## config.mk

```make
export PLATFORM = sky130hd
export DESIGN_NAME = oximeter_frame_parser
export DESIGN_NICKNAME = d
export VERILOG_FILES = /design/src/hdl/oxfp_pkg.sv /design/src/hdl/oximeter_frame_parser.sv
export SDC_FILE = /design/constraint.sdc
export NUM_CORES = 1
export LEC_CHECK = 0
export BUFFER_PORTS_ARGS = -buffer_cell sky130_fd_sc_hd__clkbuf_2
export CAP_MARGIN = 30
export CORE_UTILIZATION = 45
export CTS_BUF_LIST = sky130_fd_sc_hd__clkbuf_4
export CTS_CLUSTER_DIAMETER = 150
export DETAILED_ROUTE_END_ITERATION = 10
export GPL_TIMING_DRIVEN = 0
export SLEW_MARGIN = 20
export SYNTH_ARGS = -nofsm -noshare
export SYNTH_HDL_FRONTEND = slang
export SYNTH_SLANG_ARGS = --single-unit
```

## constraint.sdc

```tcl
create_clock -name i_clk -period 4.8 [get_ports i_clk]
set_input_delay 1.2 -clock i_clk [delete_from_list [all_inputs] [get_ports i_clk]]
set_output_delay 1.2 -clock i_clk [all_outputs]
set_load 0.1 [all_outputs]
```

## src/hdl/oxfp_pkg.sv

```systemverilog
package oxfp_pkg;

    localparam int MAX_FRAME_BYTES = 20;
    localparam int CNT_W           = $clog2(MAX_FRAME_BYTES + 1);
    localparam int ADDR_W          = $clog2(MAX_FRAME_BYTES);

    localparam int NUM_REGS = 7;
    localparam int NUM_KINDS = 6;

    // configuration register indexes
    localparam logic [2:0] REG_THRESHOLD  = 3'd0;
    localparam logic [2:0] REG_CODE_FIRST = 3'd1;

    // frame kinds
    localparam logic [2:0] KIND_MEAS    = 3'd0;
    localparam logic [2:0] KIND_AVERAGE = 3'd1;
    localparam logic [2:0] KIND_VERSION = 3'd2;
    localparam logic [2:0] KIND_PART    = 3'd3;
    localparam logic [2:0] KIND_SELF    = 3'd4;
    localparam logic [2:0] KIND_MAKER   = 3'd5;
    localparam logic [2:0] KIND_NONE    = 3'd7;

    // measurement frame: flag/status bytes 11..18 are kept in registers
    localparam int FB_FIRST = 11;
    localparam int FB_LAST  = 18;
    localparam int FB_NUM   = FB_LAST - FB_FIRST + 1;

    localparam logic [3:0] MEAS_LAST_IDX = 4'd9;

    typedef logic [7:0] t_byte;

    function automatic logic [CNT_W-1:0] frame_len(input logic [2:0] kind);
        logic [CNT_W-1:0] len;
        case (kind)
            KIND_MEAS:    len = CNT_W'(20);
            KIND_AVERAGE: len = CNT_W'(3);
            KIND_VERSION: len = CNT_W'(3);
            KIND_PART:    len = CNT_W'(10);
            KIND_SELF:    len = CNT_W'(3);
            KIND_MAKER:   len = CNT_W'(18);
            default:      len = CNT_W'(MAX_FRAME_BYTES);
        endcase
        return len;
    endfunction

    // index of the final result of a good frame
    function automatic logic [3:0] last_index(input logic [2:0] kind);
        logic [CNT_W-1:0] len;
        len = frame_len(kind);
        if (kind == KIND_MEAS) begin
            return MEAS_LAST_IDX;
        end
        return 4'(len - CNT_W'(3));
    endfunction

endpackage

```

## src/hdl/oximeter_frame_parser.sv

```systemverilog
// Pulse-oximeter serial frame parser. Bytes come in on i_rx_byte with a
// valid/ready handshake; a byte at or above the command threshold opens a
// frame whose kind is chosen by the code registers (first match wins).
// Frame bytes go into a 20-entry store with a running 7-bit checksum.
// A byte that does not complete a frame leaves o_ready high. When the
// final byte arrives the block drops o_ready and its sequencer walks the
// store through its single registered read port: each result is read,
// then presented and held until i_ready, so a good measurement frame
// gives 10 results, a maker frame 16, and a bad checksum one result,
// presented with no read. Config writes on i_cfg_* take effect at once
// and are meant to be done while idle.
module oximeter_frame_parser (
    input  logic                  i_clk,
    input  logic                  i_rst_n,
    input  logic                  i_cfg_we,
    input  logic [2:0]            i_cfg_idx,
    input  oxfp_pkg::t_byte       i_cfg_wdata,
    input  logic                  i_valid,
    output logic                  o_ready,
    input  oxfp_pkg::t_byte       i_rx_byte,
    output logic                  o_valid,
    input  logic                  i_ready,
    output logic [2:0]            o_frame_kind,
    output logic                  o_checksum_ok,
    output logic [3:0]            o_item_index,
    output logic [7:0]            o_data_byte,
    output logic [6:0]            o_spo2_percent,
    output logic [7:0]            o_pulse_rate,
    output logic [3:0]            o_sensor_state,
    output logic [1:0]            o_noise_level,
    output logic [3:0]            o_pulse_bar,
    output logic [7:0]            o_perfusion,
    output logic                  o_last
);
    import oxfp_pkg::*;

    localparam logic [1:0] S_IDLE = 2'd0;
    localparam logic [1:0] S_READ = 2'd1;
    localparam logic [1:0] S_OUT  = 2'd2;

    logic [1:0]       r_state, n_state;
    t_byte            r_cfg [0:NUM_REGS-1];
    t_byte            r_mem [0:MAX_FRAME_BYTES-1];
    t_byte            r_rdata;
    t_byte            r_fb [0:FB_NUM-1];
    logic [CNT_W-1:0] r_count;
    logic [2:0]       r_kind;
    logic             r_done;
    logic [6:0]       r_sum;
    logic             r_ok;
    logic [3:0]       r_idx;

    logic             in_acc, is_cmd, take_data, completes, out_acc, at_last;
    logic [2:0]       dec_kind;
    logic [CNT_W-1:0] count_inc;
    logic [ADDR_W-1:0] rd_addr;
    logic [3:0]       idx_last;

    assign o_ready = (r_state == S_IDLE);
    assign in_acc  = i_valid && o_ready;
    assign out_acc = o_valid && i_ready;
    assign is_cmd  = (i_rx_byte >= r_cfg[REG_THRESHOLD]);
    assign take_data = !is_cmd && !r_done && (r_kind != KIND_NONE)
                       && (r_count < CNT_W'(MAX_FRAME_BYTES));
    assign count_inc = r_count + CNT_W'(1);
    assign completes = take_data && (count_inc >= frame_len(r_kind));
    assign idx_last  = last_index(r_kind);
    assign at_last   = (r_idx == idx_last);
    assign rd_addr   = ADDR_W'(r_idx) + ADDR_W'(1);

    always_comb begin
        dec_kind = KIND_NONE;
        for (int k = NUM_KINDS - 1; k >= 0; k--) begin
            if (r_cfg[int'(REG_CODE_FIRST) + k] == i_rx_byte) begin
                dec_kind = 3'(k);
            end
        end
    end

    always_comb begin
        n_state = r_state;
        unique case (r_state)
            S_IDLE: begin
                if (in_acc && completes) begin
                    n_state = (r_sum == i_rx_byte[6:0]) ? S_READ : S_OUT;
                end
            end
            S_READ: n_state = S_OUT;
            S_OUT: begin
                if (out_acc) begin
                    n_state = (o_last) ? S_IDLE : S_READ;
                end
            end
            default: n_state = S_IDLE;
        endcase
    end

    always_ff @(posedge i_clk) begin
        if (!i_rst_n) begin
            r_state <= S_IDLE;
            r_count <= '0;
            r_kind  <= KIND_NONE;
            r_done  <= 1'b1;
            for (int i = 0; i < NUM_REGS; i++) begin
                r_cfg[i] <= 8'(128 + i);
            end
        end else begin
            r_state <= n_state;
            if (i_cfg_we && (i_cfg_idx < 3'(NUM_REGS))) begin
                r_cfg[i_cfg_idx] <= i_cfg_wdata;
            end
            if (in_acc) begin
                if (is_cmd) begin
                    r_count <= CNT_W'(1);
                    r_kind  <= dec_kind;
                    r_done  <= (dec_kind == KIND_NONE);
                end else if (take_data) begin
                    r_count <= count_inc;
                    if (completes) begin
                        r_done <= 1'b1;
                    end
                end
            end
        end
    end

    // payload side: store, running checksum, result index
    always_ff @(posedge i_clk) begin
        r_rdata <= r_mem[rd_addr];
        if (in_acc) begin
            if (is_cmd) begin
                r_mem[0] <= i_rx_byte;
                r_sum    <= i_rx_byte[6:0];
            end else if (take_data) begin
                r_mem[r_count[ADDR_W-1:0]] <= i_rx_byte;
                r_sum <= r_sum + i_rx_byte[6:0];
                if (r_count >= CNT_W'(FB_FIRST) && r_count <= CNT_W'(FB_LAST)) begin
                    r_fb[3'(r_count - CNT_W'(FB_FIRST))] <= i_rx_byte;
                end
                if (completes) begin
                    r_ok  <= (r_sum == i_rx_byte[6:0]);
                    r_idx <= '0;
                end
            end
        end
        if (r_state == S_OUT && out_acc && !o_last) begin
            r_idx <= r_idx + 4'd1;
        end
    end

    // measurement fields from bytes 11..18
    t_byte      b11, b12, b13, b14, b15, b16, b17, b18;
    logic       meas;
    logic [6:0] spo2_raw;
    logic [7:0] pr_raw;
    logic [3:0] st_code;
    logic       wave_flag;

    assign b11 = r_fb[0];
    assign b12 = r_fb[1];
    assign b13 = r_fb[2];
    assign b14 = r_fb[3];
    assign b15 = r_fb[4];
    assign b16 = r_fb[5];
    assign b17 = r_fb[6];
    assign b18 = r_fb[7];

    assign meas     = r_ok && (r_kind == KIND_MEAS);
    assign spo2_raw = b15[6:0];
    assign pr_raw   = {b13[5], b14[6:0]};

    always_comb begin
        st_code = 4'd0;
        if (b13[4]) begin
            st_code = 4'd12;
        end
        for (int i = 5; i >= 2; i--) begin
            if (b17[i]) begin
                st_code = 4'(i + 6);
            end
        end
        for (int i = 6; i >= 0; i--) begin
            if (b16[i]) begin
                st_code = 4'(i + 1);
            end
        end
    end

    always_comb begin
        if (r_idx < 4'd7) begin
            wave_flag = b11[r_idx[2:0]];
        end else begin
            wave_flag = b12[2'(r_idx - 4'd7)];
        end
    end

    assign o_valid       = (r_state == S_OUT);
    assign o_frame_kind  = r_kind;
    assign o_checksum_ok = r_ok;
    assign o_item_index  = r_idx;
    assign o_last        = !r_ok || at_last;

    always_comb begin
        o_data_byte    = 8'd0;
        o_spo2_percent = 7'd0;
        o_pulse_rate   = 8'd0;
        o_sensor_state = 4'd0;
        o_noise_level  = 2'd0;
        o_pulse_bar    = 4'd0;
        o_perfusion    = 8'd0;
        if (r_ok) begin
            o_data_byte = r_rdata;
        end
        if (meas) begin
            // sample high bit is the data bit XOR a flag bit from bytes 11/12
            o_data_byte = {r_rdata[7] ^ wave_flag, r_rdata[6:0]};
            if (spo2_raw > 7'd100) begin
                o_spo2_percent = 7'd100;
            end else if (spo2_raw >= 7'd30) begin
                o_spo2_percent = spo2_raw;
            end
            if (pr_raw > 8'd240) begin
                o_pulse_rate = 8'd240;
            end else if (pr_raw >= 8'd30) begin
                o_pulse_rate = pr_raw;
            end
            o_sensor_state = st_code;
            o_noise_level  = b17[1:0];
            o_pulse_bar    = b13[3:0];
            o_perfusion    = {b18[7] ^ b17[6], b18[6:0]};
        end
    end

    a_busy_not_ready: assert property (@(posedge i_clk) disable iff (!i_rst_n)
        o_valid |-> !o_ready)
        else $error("input open while a result is pending");

    a_bad_is_single: assert property (@(posedge i_clk) disable iff (!i_rst_n)
        (o_valid && !o_checksum_ok) |-> (o_last && o_item_index == 4'd0))
        else $error("bad checksum result not a single last word");

    a_last_frees: assert property (@(posedge i_clk) disable iff (!i_rst_n)
        (o_valid && i_ready && o_last) |=> o_ready)
        else $error("block not ready after final result");

    a_index_steps: assert property (@(posedge i_clk) disable iff (!i_rst_n)
        (o_valid && i_ready && !o_last) |=> ##1 (o_valid
            && o_item_index == $past(o_item_index, 2) + 4'd1))
        else $error("result index did not advance by one");

    a_kind_known: assert property (@(posedge i_clk) disable iff (!i_rst_n)
        o_valid |-> (o_frame_kind < 3'(NUM_KINDS)))
        else $error("result for a frame with no kind");

endmodule
```

==> Yosys cells after proc, flatten, opt, wreduce, memory -nomap -nowiden <==
Memories as Yosys holds them, arrays and structs flattened. A register that Yosys moved wholly into a read port is not among the register bits.
Index checks and enable logic that the tools add are counted.
{ "word_totals": {"memories": 3, "input_bits": 24, "reg_bits": 23, "ramBits": 280} }
{ "op_classes": {"muxes": 78, "bitwise": 3, "eq_ne": 20, "n_reduce_logical": 33, "n_lt_le_gt_ge": 13, "n_addsub": 7} }
{ "mem_list": {"columns": ["memory", "depth", "width", "rd", "rd_ports_with_merged_regs", "write_ports", "line_no", "rtl"], "rows": [
  ["r_mem", 20, 8, 1, 1, 1, "oximeter_frame_parser.sv:43", "t_byte r_mem [0:MAX_FRAME_BYTES-1];"],
  ["r_fb", 8, 8, 8, 0, 1, "oximeter_frame_parser.sv:45", "t_byte r_fb [0:FB_NUM-1];"],
  ["r_cfg", 7, 8, 7, 0, 7, "oximeter_frame_parser.sv:42", "t_byte r_cfg [0:NUM_REGS-1];"]
]} }
{ "ops": {"columns": ["operator", "count"], "rows": [
  ["$mux 4", 21],
  ["$mux 8", 8],
  ["$eq 8x8->1", 6],
  ["$mux 7", 5],
  ["$mux 1", 26],
  ["$mux 3", 6],
  ["$reduce_or 8->1", 2],
  ["$mux 5", 3],
  ["$pmux 5 s3", 1],
  ["$logic_and 1x1->1", 12],
  ["$mux 2", 5],
  ["$reduce_bool 2->1", 5],
  ["$eq 3x3->1 const B", 3],
  ["$ge 8x5->1 const B", 1],
  ["$ge 8x8->1", 1],
  ["$gt 8x8->1 const B", 1],
  ["$reduce_and 4->1", 2],
  ["$add 7x7->7", 1],
  ["$eq 7x7->1", 1],
  ["$ge 7x5->1 const B", 1],
  ["$gt 7x7->1 const B", 1],
  ["$eq 3x2->1 const B", 2],
  ["$ne 2x1->1 const B", 3],
  ["$pmux 2 s3", 1],
  ["other kinds (30)", 36]
]} }

==> Depth between registers and ports, before layout <==
Gate-level depths: netlist of run 1.
An unclocked memory read counts as a cell.
{ "logic_depth": {"ltp_word": 14, "depth_mapped": 12} }

==> Least setup slack after synthesis of run 1 <==
No wires, ideal clock.
{ "synth_timing": {"path_type": "reg2out", "from": "register r_kind[0], in the netlist o_frame_kind[0]", "to": "output port o_sensor_state[1]", "path_stages_with_launch": 5, "path_slack_ps": 16, "path_buffers": 1, "required_ps": 3600, "arrival_time_ps": 3584, "path_cell_list": "dfxtp_1 -> clkbuf_1 -> nor3_1 -> nand2_1 -> nor3_1"} }
{ "synth_between": {"elab_chain_cells": 3} }
{ "synth_lines": {"columns": ["element", "line_no", "rtl"], "rows": [
  ["from (decl)", "oximeter_frame_parser.sv:47", "logic [2:0] r_kind;"],
  ["from (signal assigned)", "oximeter_frame_parser.sv:115", "r_kind <= dec_kind;"],
  ["$logic_not 3->1", "oximeter_frame_parser.sv:168", "assign meas = r_ok && (r_kind == KIND_MEAS);"],
  ["$logic_and 1x1->1", "oximeter_frame_parser.sv:168", null],
  ["$mux 4", "oximeter_frame_parser.sv:214", "if (meas) begin"],
  ["to (decl)", "oximeter_frame_parser.sv:29", "output logic [3:0] o_sensor_state,"]
]} }
No other way between the ends.

==> Worst setup path in the final report of run 1 <==
{ "layout_timing": {"from": "register r_kind[0], in the netlist o_frame_kind[0]", "to": "output port o_sensor_state[2]"} }
Same word-level chain as after synthesis.

==> impl_metrics.csv, run 1 <==
group,metric,value,unit
routing,antenna_left,0,
grt,antenna_found_initial,2,
job,drv_cap,0,
floorplanning,fp.coreArea,28600,sq um
placement,dp_cells,1334,
timing,hold_viol_final,0,
routing,route.vias.total,7789,
timing,max_freq,221,MHz
final_layout,nets,1079,
clock_tree,postCtsSetupBuffers,0,
floorplanning,die_x,172,microns
min_path,hold_class,"register to register",
clock_tree,clkSinkCount,301,
critical_path,critPathSlowestCell,"nor3_1",
critical_path,cp.required,3.60,ns
critical_path,critPathBufInv,2,
timing,finClkSkew,0.0514,ns
power,peakVddDrop,0.000166,V
critical_path,endpoint_kind,"output pin",
final_layout,area_growth,15.6,%
final_layout,multi_input_area,4050,sq um
synthesis,synth_warnings,0,
synthesis,syn_avg_cell_area,15.1,sq um
synthesis,synth_most_common_cell,"edfxtp_1",
final_layout,finalNonFillerCells,1479,
synthesis,ys_ff_latch,301,
clock_tree,hold_buffers,0,
synthesis,synth_area_leaders,"edfxtp_1 (63%), mux4_2 (8.6%), dfxtp_1 (4.1%)",
grt,overflow,0,
synthesis,syn_inst,867,
grt,grt_pass1_wl,44.6,mm
synthesis,netlist.area_leader.share,63.0,%
critical_path,critPathLaunchType,"register",
placement,dp_slack,-0.727,ns
routing,drc_errors,0,
critical_path,ff2ff_setup_slack,1.61,ns
clock_tree,cts_htree_levels,3,
synthesis,synth_edf_count,274,
synthesis,synthFlopType,"edfxtp_1",
critical_path,slowest_delay,0.58,ns
timing,worst_slack,0.269,ns
routing,vias_per_cell,5.27,
placement,dp_hpwl,19.1,mm
power,power.leakage,5.44,nW
clock_tree,cts.clk_slew.worst_paths,0.05,ns
timing,worst_slew_pin_slew,0.999,ns
timing,period_needed,4.53,ns
clock_tree,cts_root_buffer,"clkbuf_4",
grt,grt_max_degree,32,
synthesis,async_flop_share,0,%
status,status,"finished, final reports clean",
timing,slew_violations,0,
final_layout,regArea,8770,sq um
clock_tree,cts_tree,"built",
timing,setup_viol,0,
clock_tree,cts_buffers,81,
placement,place_congestion,0.809,
power,power.density,366,nW/um^2
floorplanning,dieArea,29700,sq um
synthesis,synth_top_area_cell,"edfxtp_1",
timing,period_share,94.4,%
placement,post_dp_cell_area,14000,sq um
synthesis,netlist_area,13100,sq um
critical_path,worstPathMaxFanout,10,
routing,drt_iter0_drc,438,
floorplanning,start_util,45.6,%
synthesis,synthTopCellsByCount,"edfxtp_1 (274), nor2_1 (70), nand2_1 (56), mux4_2 (50), clkbuf_1 (33)",
critical_path,worstPathCellList,"clkbuf_1 > nor3_1 > nand2_1 > or4_1 > a21oi_1 > clkbuf_2",
critical_path,arrival,3.33,ns
routing,routed_wirelength,29.5,mm
clock_tree,clk_path_buf_depth,3,
floorplanning,io_pins,76,
synthesis,synth_cell_types,55,
floorplanning,die_y,172,microns
grt,grt_pass1_vias,7822,
critical_path,crit_family,"simple AND/OR/NAND/NOR gates",
timing,rsz0062_at_grt,"no",
final_layout,n_fill_cell,2458,
clock_tree,clock_latency,0.68,ns
synthesis,ys_seq_area_share,67.1,%
placement,portBuffers,74,
synthesis,syn_nets,913,
final_layout,layout-drive-gt1-share,27.2,%
timing,max-slew-margin-rel,33.4,%
routing,firstDrtPassIters,5,
critical_path,setup.worst_path.class,"register to output pin",
timing,tns,0,ns
floorplanning,rows,62,
routing,wl_per_cell,20.0,microns
grt,grt_usage,20.7,%
final_layout,final_cell_area,15100,sq um
[through the flow]
stage / utilization [%] / hold WS (ns) / power [mW]
2_1_floorplan: - / 0.465 / 3.17
3_3_place_gp: 48.6 / 0.483 / 3.27
3_5_place_dp: 49.0 / 0.489 / 3.28
4_1_cts: 52.7 / 0.507 / 5.60
5_1_grt: 52.7 / 0.544 / 5.78
6_report: 52.7 / 0.510 / 5.53
[timing repair]
item                                   in CTS  in global routing
gates resized for setup                     1                  0
setup endpoints to repair                   2                  3
endpoints found under the hold margin       0                  0
[placed cells by master, fill, tap and decap left out, drive strengths merged, types with 27 or more instances in the layout]
cell | Yosys | final
and2 | 27 | 27
clkbuf | 33 | 231
dfxtp | 27 | 27
edfxtp | 274 | 274
inv | 32 | 34
mux4 | 51 | 51
nand2 | 57 | 57
nor2 | 70 | 70
xnor2 | 31 | 31
xor2 | 32 | 32
[flip-flops by register name (all words and copies together), names as in the netlist]
register	flops
r_mem	160
r_cfg	56
r_fb	54
r_rdata	8
r_sum	7
r_count	5
o_item_index	4
o_frame_kind	3
r_state	2
o_checksum_ok	1
r_done	1
[tightest hold or removal path: stages, from the launching register on]
cell and delay, ns:
dfxtp_1 0.34, mux2i_1 0.08, nand2_1 0.06
[report_power, final]
part / internal (mW) / total, mW / switching [mW]
clock: 1.28 / 2.30 / 1.02
sequential: 2.91 / 2.92 / 0.0175
combinational: 0.0934 / 0.298 / 0.205
[area by class of cell]
class	count	area share, %
Inverter	32	0.796
Tap cell	384	3.18
Multi-Input combinational cell	493	26.9
Buffer	40	1.15
Sequential cell	301	58.1
Timing Repair Buffer	84	2.88
Clock buffer	124	6.17
Antenna cell	2	0.0332
Clock inverter	19	0.854
[worst paths after layout]
kind              depth (start not counted)                 to       startpoint
hold / removal                            2        r_cfg[6][2]      r_cfg[6][2]
hold reg to reg                           2        r_cfg[6][2]      r_cfg[6][2]
setup / recovery                          6  o_sensor_state[2]  o_frame_kind[0]
setup reg to reg                         10    o_item_index[3]  o_frame_kind[0]
[metal layers]
metal	up-vias	track usage, %	part of all wire, %
met5	-	0	0
met2	227	33.6	48
li1	3655	-	-
met1	3862	27.3	44
met4	0	7.62	2.0
met3	45	4.69	5.1
[kinds of logic after synthesis]
logic type      after synthesis  share of synthesized area, %
xor+xnor                     63                          4.22
flops                       301                          67.1
compound gates               64                          3.21
buf+inv                      73                          2.28
fa+ha+maj                    22                          2.16
mux                          68                          10.2
simple gates                276                          10.8
Note: power is estimated with default switching activity, not from simulation.
==> run 2: changes to the inputs <==
ABC_AREA = 1   (was default)
SKIP_LAST_GASP = 1   (was default)
==> impl_metrics.csv, run 2 <==
group,metric,value,unit
synthesis,ys_seq_area_share,63.5,%
clock_tree,cts_buffers,80,
synthesis,synthFlopType,"edfxtp_1",
final_layout,regArea,8770,sq um
timing,whs,0.477,ns
clock_tree,clock_latency,0.71,ns
timing,max_freq,215,MHz
job,drv_cap,0,
placement,place_congestion,0.853,
status,status,"finished, final reports clean",
synthesis,synth_edf_count,274,
timing,setup_viol,0,
clock_tree,clk_path_buf_depth,3,
routing,vias_per_cell,5.12,
placement,portBuffers,74,
critical_path,ff2ff_setup_slack,1.52,ns
synthesis,synthTopCellsByCount,"edfxtp_1 (274), nand2_1 (248), nor2_1 (241), inv_1 (139), o21ai_0 (92)",
final_layout,finalNonFillerCells,1935,
synthesis,synth_area_leaders,"edfxtp_1 (60%), nand2_1 (6.7%), nor2_1 (6.6%)",
grt,grt_max_degree,32,
routing,routed_wirelength,34.8,mm
clock_tree,hold_buffers,0,
synthesis,synth_cell_types,48,
critical_path,endpoint_kind,"register",
final_layout,area_growth,13.9,%
min_path,hold_class,"register to register",
final_layout,mostFrequentLayoutCells,"edfxtp_1 (274), nand2_1 (248), nor2_1 (240)",
power,peakVddDrop,0.000209,V
floorplanning,die_y,177,microns
timing,finClkSkew,0.0385,ns
synthesis,syn_avg_cell_area,10.4,sq um
grt,grt_pass1_wl,53.3,mm
clock_tree,cts_root_buffer,"clkbuf_4",
timing,period_share,97.0,%
floorplanning,rows,63,
critical_path,cp.required,5.12,ns
timing,worst_slew_pin_slew,0.888,ns
timing,period_needed,4.65,ns
min_path,hold_start,"r_cfg[6][6]",
placement,dp_cells,1794,
routing,antenna_left,0,
min_path,hold_depth,2,
final_layout,nets,1534,
synthesis,netlist.area_leader.share,59.6,%
timing,max-slew-margin-rel,40.6,%
synthesis,async_flop_share,0,%
critical_path,worstPathMaxFanout,30,
grt,grt_pass1_vias,9643,
grt,grt_usage,22.8,%
synthesis,synth_top_area_cell,"edfxtp_1",
floorplanning,die_x,177,microns
power,power.leakage,6.37,nW
timing,slew_violations,0,
final_layout,finish.utilization,52.6,%
final_layout,largest_register_ff_count,160,
routing,drc_errors,0,
clock_tree,clkSinkCount,301,
routing,wl_per_cell,18.0,microns
floorplanning,io_pins,76,
power,p_total,5.53,mW
final_layout,top_register,"r_mem",
routing,firstDrtPassIters,5,
floorplanning,fp.coreArea,29900,sq um
critical_path,arrival,4.98,ns
critical_path,reg2reg_from,"r_cfg[0][0]",
synthesis,synth_warnings,0,
floorplanning,start_util,46.2,%
synthesis,syn_nets,1374,
timing,rsz0062_at_grt,"yes",
critical_path,critPathLaunchType,"primary input",
grt,overflow,0,
clock_tree,postCtsSetupBuffers,0,
critical_path,r2r_end,"r_mem[0][7]",
power,power.density,352,nW/um^2
clock_tree,cts_htree_levels,3,
final_layout,biggestRegsByFlops,"r_mem x160, r_cfg x56, r_fb x54",
final_layout,mostFrequentLayoutCell,"edfxtp_1",
clock_tree,cts_tree,"built",
synthesis,syn_inst,1328,
synthesis,ys_ff_latch,301,
placement,dp_hpwl,23.2,mm
synthesis,netlist_area,13800,sq um
final_layout,multi_input_area,4210,sq um
synthesis,synth_most_common_cell,"edfxtp_1",
final_layout,n_fill_cell,2747,
routing,route.vias.total,9913,
min_path,holdPathEnd,"r_cfg[6][6]",
critical_path,setup.worst_path.class,"primary input to register",
clock_tree,cts.clk_slew.worst_paths,0.06,ns
grt,antenna_found_initial,1,
floorplanning,dieArea,31400,sq um
timing,hold_viol_final,0,
critical_path,r2r_cells,13,
final_layout,layout-drive-gt1-share,17.9,%
routing,drt_iter0_drc,665,
run 2: worst max-delay path by stage:
stage               depth (start not counted)       startpoint  slack, ns             end
finish                                     16     i_rx_byte[0]       0.15     r_mem[0][7]
global route                               16     i_rx_byte[0]      -0.11     r_mem[0][7]
CTS                                        16     i_rx_byte[0]       0.02    r_mem[16][3]
detailed placement                         16     i_rx_byte[0]      -0.71    r_mem[16][1]
global placement                           16     i_rx_byte[0]      -0.71    r_mem[16][2]
floorplan                                  11  o_item_index[1]       0.25  o_data_byte[7]
run 2: cell type report:
cell class                 instances  share of cell area (%)
sequential                       301                    55.8
multi-input combinational        828                    26.8
clock buffer                     125                    5.97
inverter                         150                    3.63
tap                              390                    3.10
timing repair buffer              78                    2.50
buffer                            49                    1.64
clock inverter                    13                   0.589
antenna                            1                  0.0159
run 2: logic make-up (layout without fill, tap and decap cells):
family / after synthesis / in the layout / share of synthesized area [%]
AND/OR/NAND/NOR: 577 / 577 / 17.2
flip-flops: 301 / 301 / 63.5
AO/OA/AOI/OAI: 188 / 188 / 8.58
XOR/XNOR: 41 / 41 / 2.66
other: 0 / 1 / 0
buffers and inverters: 199 / 415 / 6.00
adder cells (fa/ha/maj): 22 / 22 / 2.05
run 2: per-layer routing:
| metal | global-route usage [%] | wire length, microns | vias up |
|---|---|---|---|
| met5 | 0 | 0 | - |
| met4 | 7.54 | 563 | 0 |
| met3 | 4.47 | 2070 | 43 |
| met2 | 38.6 | 17200 | 296 |
| met1 | 29.2 | 15000 | 4717 |
| li1 | - | - | 4857 |
run 2: timing repair:
item                                    4_1_cts  5_1_grt
resized for setup                             0        1
endpoints found under the hold margin         0        0
endpoints found under the setup margin        0       40
run 2: worst max-delay path: stages:
cell      delay (ns)
clkbuf_2        0.59
buf_2           0.41
inv_1           0.18
ha_1            0.31
inv_1           0.03
nand2_1         0.05
nand2_1         0.04
nand2_1         0.05
nand2_1         0.04
nand2_1         0.06
nand2_1         0.12
nand2_4         0.19
nand2_2         0.19
nand2_1         0.37
nand3_1         0.40
nor2_1          0.72
run 2: power by group:
part           internal (mW)  switching (mW)  total (mW)
sequential              2.91          0.0215        2.93
clock                   1.23            1.04        2.27
combinational         0.0947           0.235       0.330
total                   4.24            1.29        5.53
run 2: per-stage QoR:
step / setup slack [ns] / setup TNS [ns] / instance area (sq um)
after floorplan: 0.255 / 0 / 13800
after global placement: -0.708 / -36.32 / 14700
after detailed placement: -0.708 / -35.58 / 14700
after CTS: 0.0203 / 0 / 15700
after global routing: -0.105 / -2.36 / 15700
final: 0.146 / 0 / 15700
==> run 3: changes to the inputs <==
CORE_UTILIZATION = 60   (was 45)
GPL_TIMING_DRIVEN = default   (was 0)
PLACE_DENSITY = 0.79   (was default)
==> impl_metrics.csv, run 3 (same netlist as run 2, synthesis figures left out) <==
group,metric,value,unit
min_path,holdPathEnd,"r_cfg[6][4]",
floorplanning,dieArea,23600,sq um
final_layout,area_growth,12.0,%
clock_tree,hold_buffers,0,
routing,wl_per_cell,18.3,microns
critical_path,arrival,3.20,ns
status,status,"finished, final reports clean",
clock_tree,clkSinkCount,301,
critical_path,crit_family,"simple AND/OR/NAND/NOR gates",
grt,grt_pass1_vias,10014,
timing,finClkSkew,0.0520,ns
routing,vias_per_cell,5.66,
clock_tree,cts.clk_slew.worst_paths,0.07,ns
placement,dp_hpwl,20.7,mm
timing,worst_slew_pin_slew,0.854,ns
power,power.density,361,nW/um^2
clock_tree,clk_path_buf_depth,3,
timing,max_freq,227,MHz
timing,worst_slack,0.398,ns
critical_path,slowest_delay,0.68,ns
routing,antenna_left,0,
floorplanning,fp.coreArea,22600,sq um
clock_tree,cts_tree,"built",
min_path,hold_depth,2,
critical_path,cp.required,3.60,ns
timing,tns,0,ns
floorplanning,die_x,154,microns
grt,overflow,0,
critical_path,r2r_cells,13,
final_layout,nets,1495,
power,peakVddDrop,0.000214,V
floorplanning,start_util,61.1,%
clock_tree,cts_resized,0,
clock_tree,postCtsSetupBuffers,0,
timing,hold_viol_final,0,
final_layout,top_register,"r_mem",
grt,antenna_found_initial,1,
routing,route.vias.total,10123,
critical_path,worstPathCellList,"nand2_1 > inv_1 > nand2_1 > nor3_2 > o211a_1 > clkbuf_2",
floorplanning,die_y,154,microns
grt,grt_max_degree,86,
critical_path,crit_top_cell,"nand2_1",
final_layout,n_fill_cell,1692,
critical_path,setup.worst_path.class,"register to output pin",
routing,drt_iter0_drc,978,
critical_path,endpoint_kind,"output pin",
placement,dp_slack,0.662,ns
job,drv_cap,0,
clock_tree,cts_root_buffer,"clkbuf_4",
grt,grt_usage,28.5,%
floorplanning,io_pins,76,
timing,slew_violations,0,
timing,rsz0062_at_grt,"no",
floorplanning,rows,55,
clock_tree,clock_latency,0.72,ns
critical_path,r2r_end,"r_mem[16][6]",
final_layout,largest_register_ff_count,160,
critical_path,critPathBufInv,2,
placement,portBuffers,75,
grt,grt_pass1_wl,51.1,mm
timing,period_share,91.7,%
critical_path,worstPathMaxFanout,23,
min_path,hold_class,"register to register",
power,power.leakage,6.30,nW
power,p_total,5.59,mW
clock_tree,cts_buffers,77,
clock_tree,cts_htree_levels,3,
final_layout,biggestRegsByFlops,"r_mem x160, r_cfg x56, r_fb x54",
routing,firstDrtPassIters,6,
min_path,hold_start,"r_cfg[6][4]",
routing,drc_errors,0,
final_layout,layout-drive-gt1-share,17.1,%
timing,max-slew-margin-rel,43.1,%
placement,place_congestion,0.886,
final_layout,mostFrequentLayoutCell,"edfxtp_1",
critical_path,reg2reg_from,"r_cfg[0][0]",
final_layout,mostFrequentLayoutCells,"edfxtp_1 (274), nand2_1 (248), nor2_1 (241)",
timing,setup_viol,0,
critical_path,ff2ff_setup_slack,1.66,ns
critical_path,critPathSlowestCell,"edfxtp_1",
timing,period_needed,4.40,ns
routing,routed_wirelength,32.7,mm
critical_path,critPathLaunchType,"register",
==> run 3: cell types whose count changed in the layout (fill, tap and decap cells not counted), moves of 3 or more <==
cell / previous run / this run
clkbuf_4: 125 / 115
clkinv_2: 0 / 3
buf_2: 19 / 0
buf_4: 5 / 16
clkbuf_1: 23 / 0
bufinv_16: 1 / 4
==> run 3: final cells by class <==
| cell class | count | area [sq um] | share of cell area, % |
|---|---|---|---|
| multi-input combinational | 828 | 4200 | 27.2 |
| tap | 285 | 357 | 2.31 |
| timing repair buffer | 91 | 510 | 3.30 |
| antenna | 1 | 2.50 | 0.0162 |
| inverter | 150 | 571 | 3.69 |
| clock inverter | 18 | 180 | 1.17 |
| sequential | 301 | 8770 | 56.7 |
| clock buffer | 115 | 863 | 5.59 |
==> run 3: tightest hold or removal path, delay by kind of cell, from the launching register on <==
family                 cells  cell delay [ns]
flip-flops                 1             0.31
buffers and inverters      1             0.06
AO/OA/AOI/OAI              1             0.05
==> run 3: worst max path at each step <==
stage | to | startpoint | slack [ns] | cells after the start
2_1_floorplan | o_data_byte[7] | o_item_index[1] | 0.25 | 11
3_3_place_gp | r_mem[16][2] | i_rx_byte[0] | 0.78 | 15
3_5_place_dp | r_mem[16][2] | i_rx_byte[0] | 0.66 | 15
4_1_cts | o_sensor_state[3] | o_checksum_ok | 0.36 | 6
5_1_grt | o_sensor_state[3] | o_checksum_ok | 0.14 | 6
6_report | o_sensor_state[3] | o_checksum_ok | 0.40 | 6
==> run 3: where the power goes <==
part           total [mW]  leakage, nW  internal [mW]  switching, mW
combinational       0.333         2.95         0.0957          0.237
sequential           2.93         2.74           2.91         0.0253
clock                2.32        0.619           1.31           1.01
==> run 3: stage by stage <==
| step | instance area [sq um] | std cells | utilization, % | hold WS [ns] |
|---|---|---|---|---|
| after global placement | 14400 | 1655 | 63.8 | 0.459 |
| after detailed placement | 14400 | 1655 | 63.8 | 0.467 |
| after floorplan | 13800 | 1328 | - | 0.443 |
| final | 15500 | 1789 | 68.5 | 0.474 |
| after global routing | 15500 | 1789 | 68.5 | 0.506 |
| after CTS | 15500 | 1788 | 68.5 | 0.477 |
==> run 3: metal layers <==
layer	wire length [microns]	GRT usage [%]	up-vias
met2	16800	50.6	451
li1	-	-	4781
met5	0	0	-
met4	1060	12.4	0
met3	2450	6.14	108
met1	12300	33.3	4783
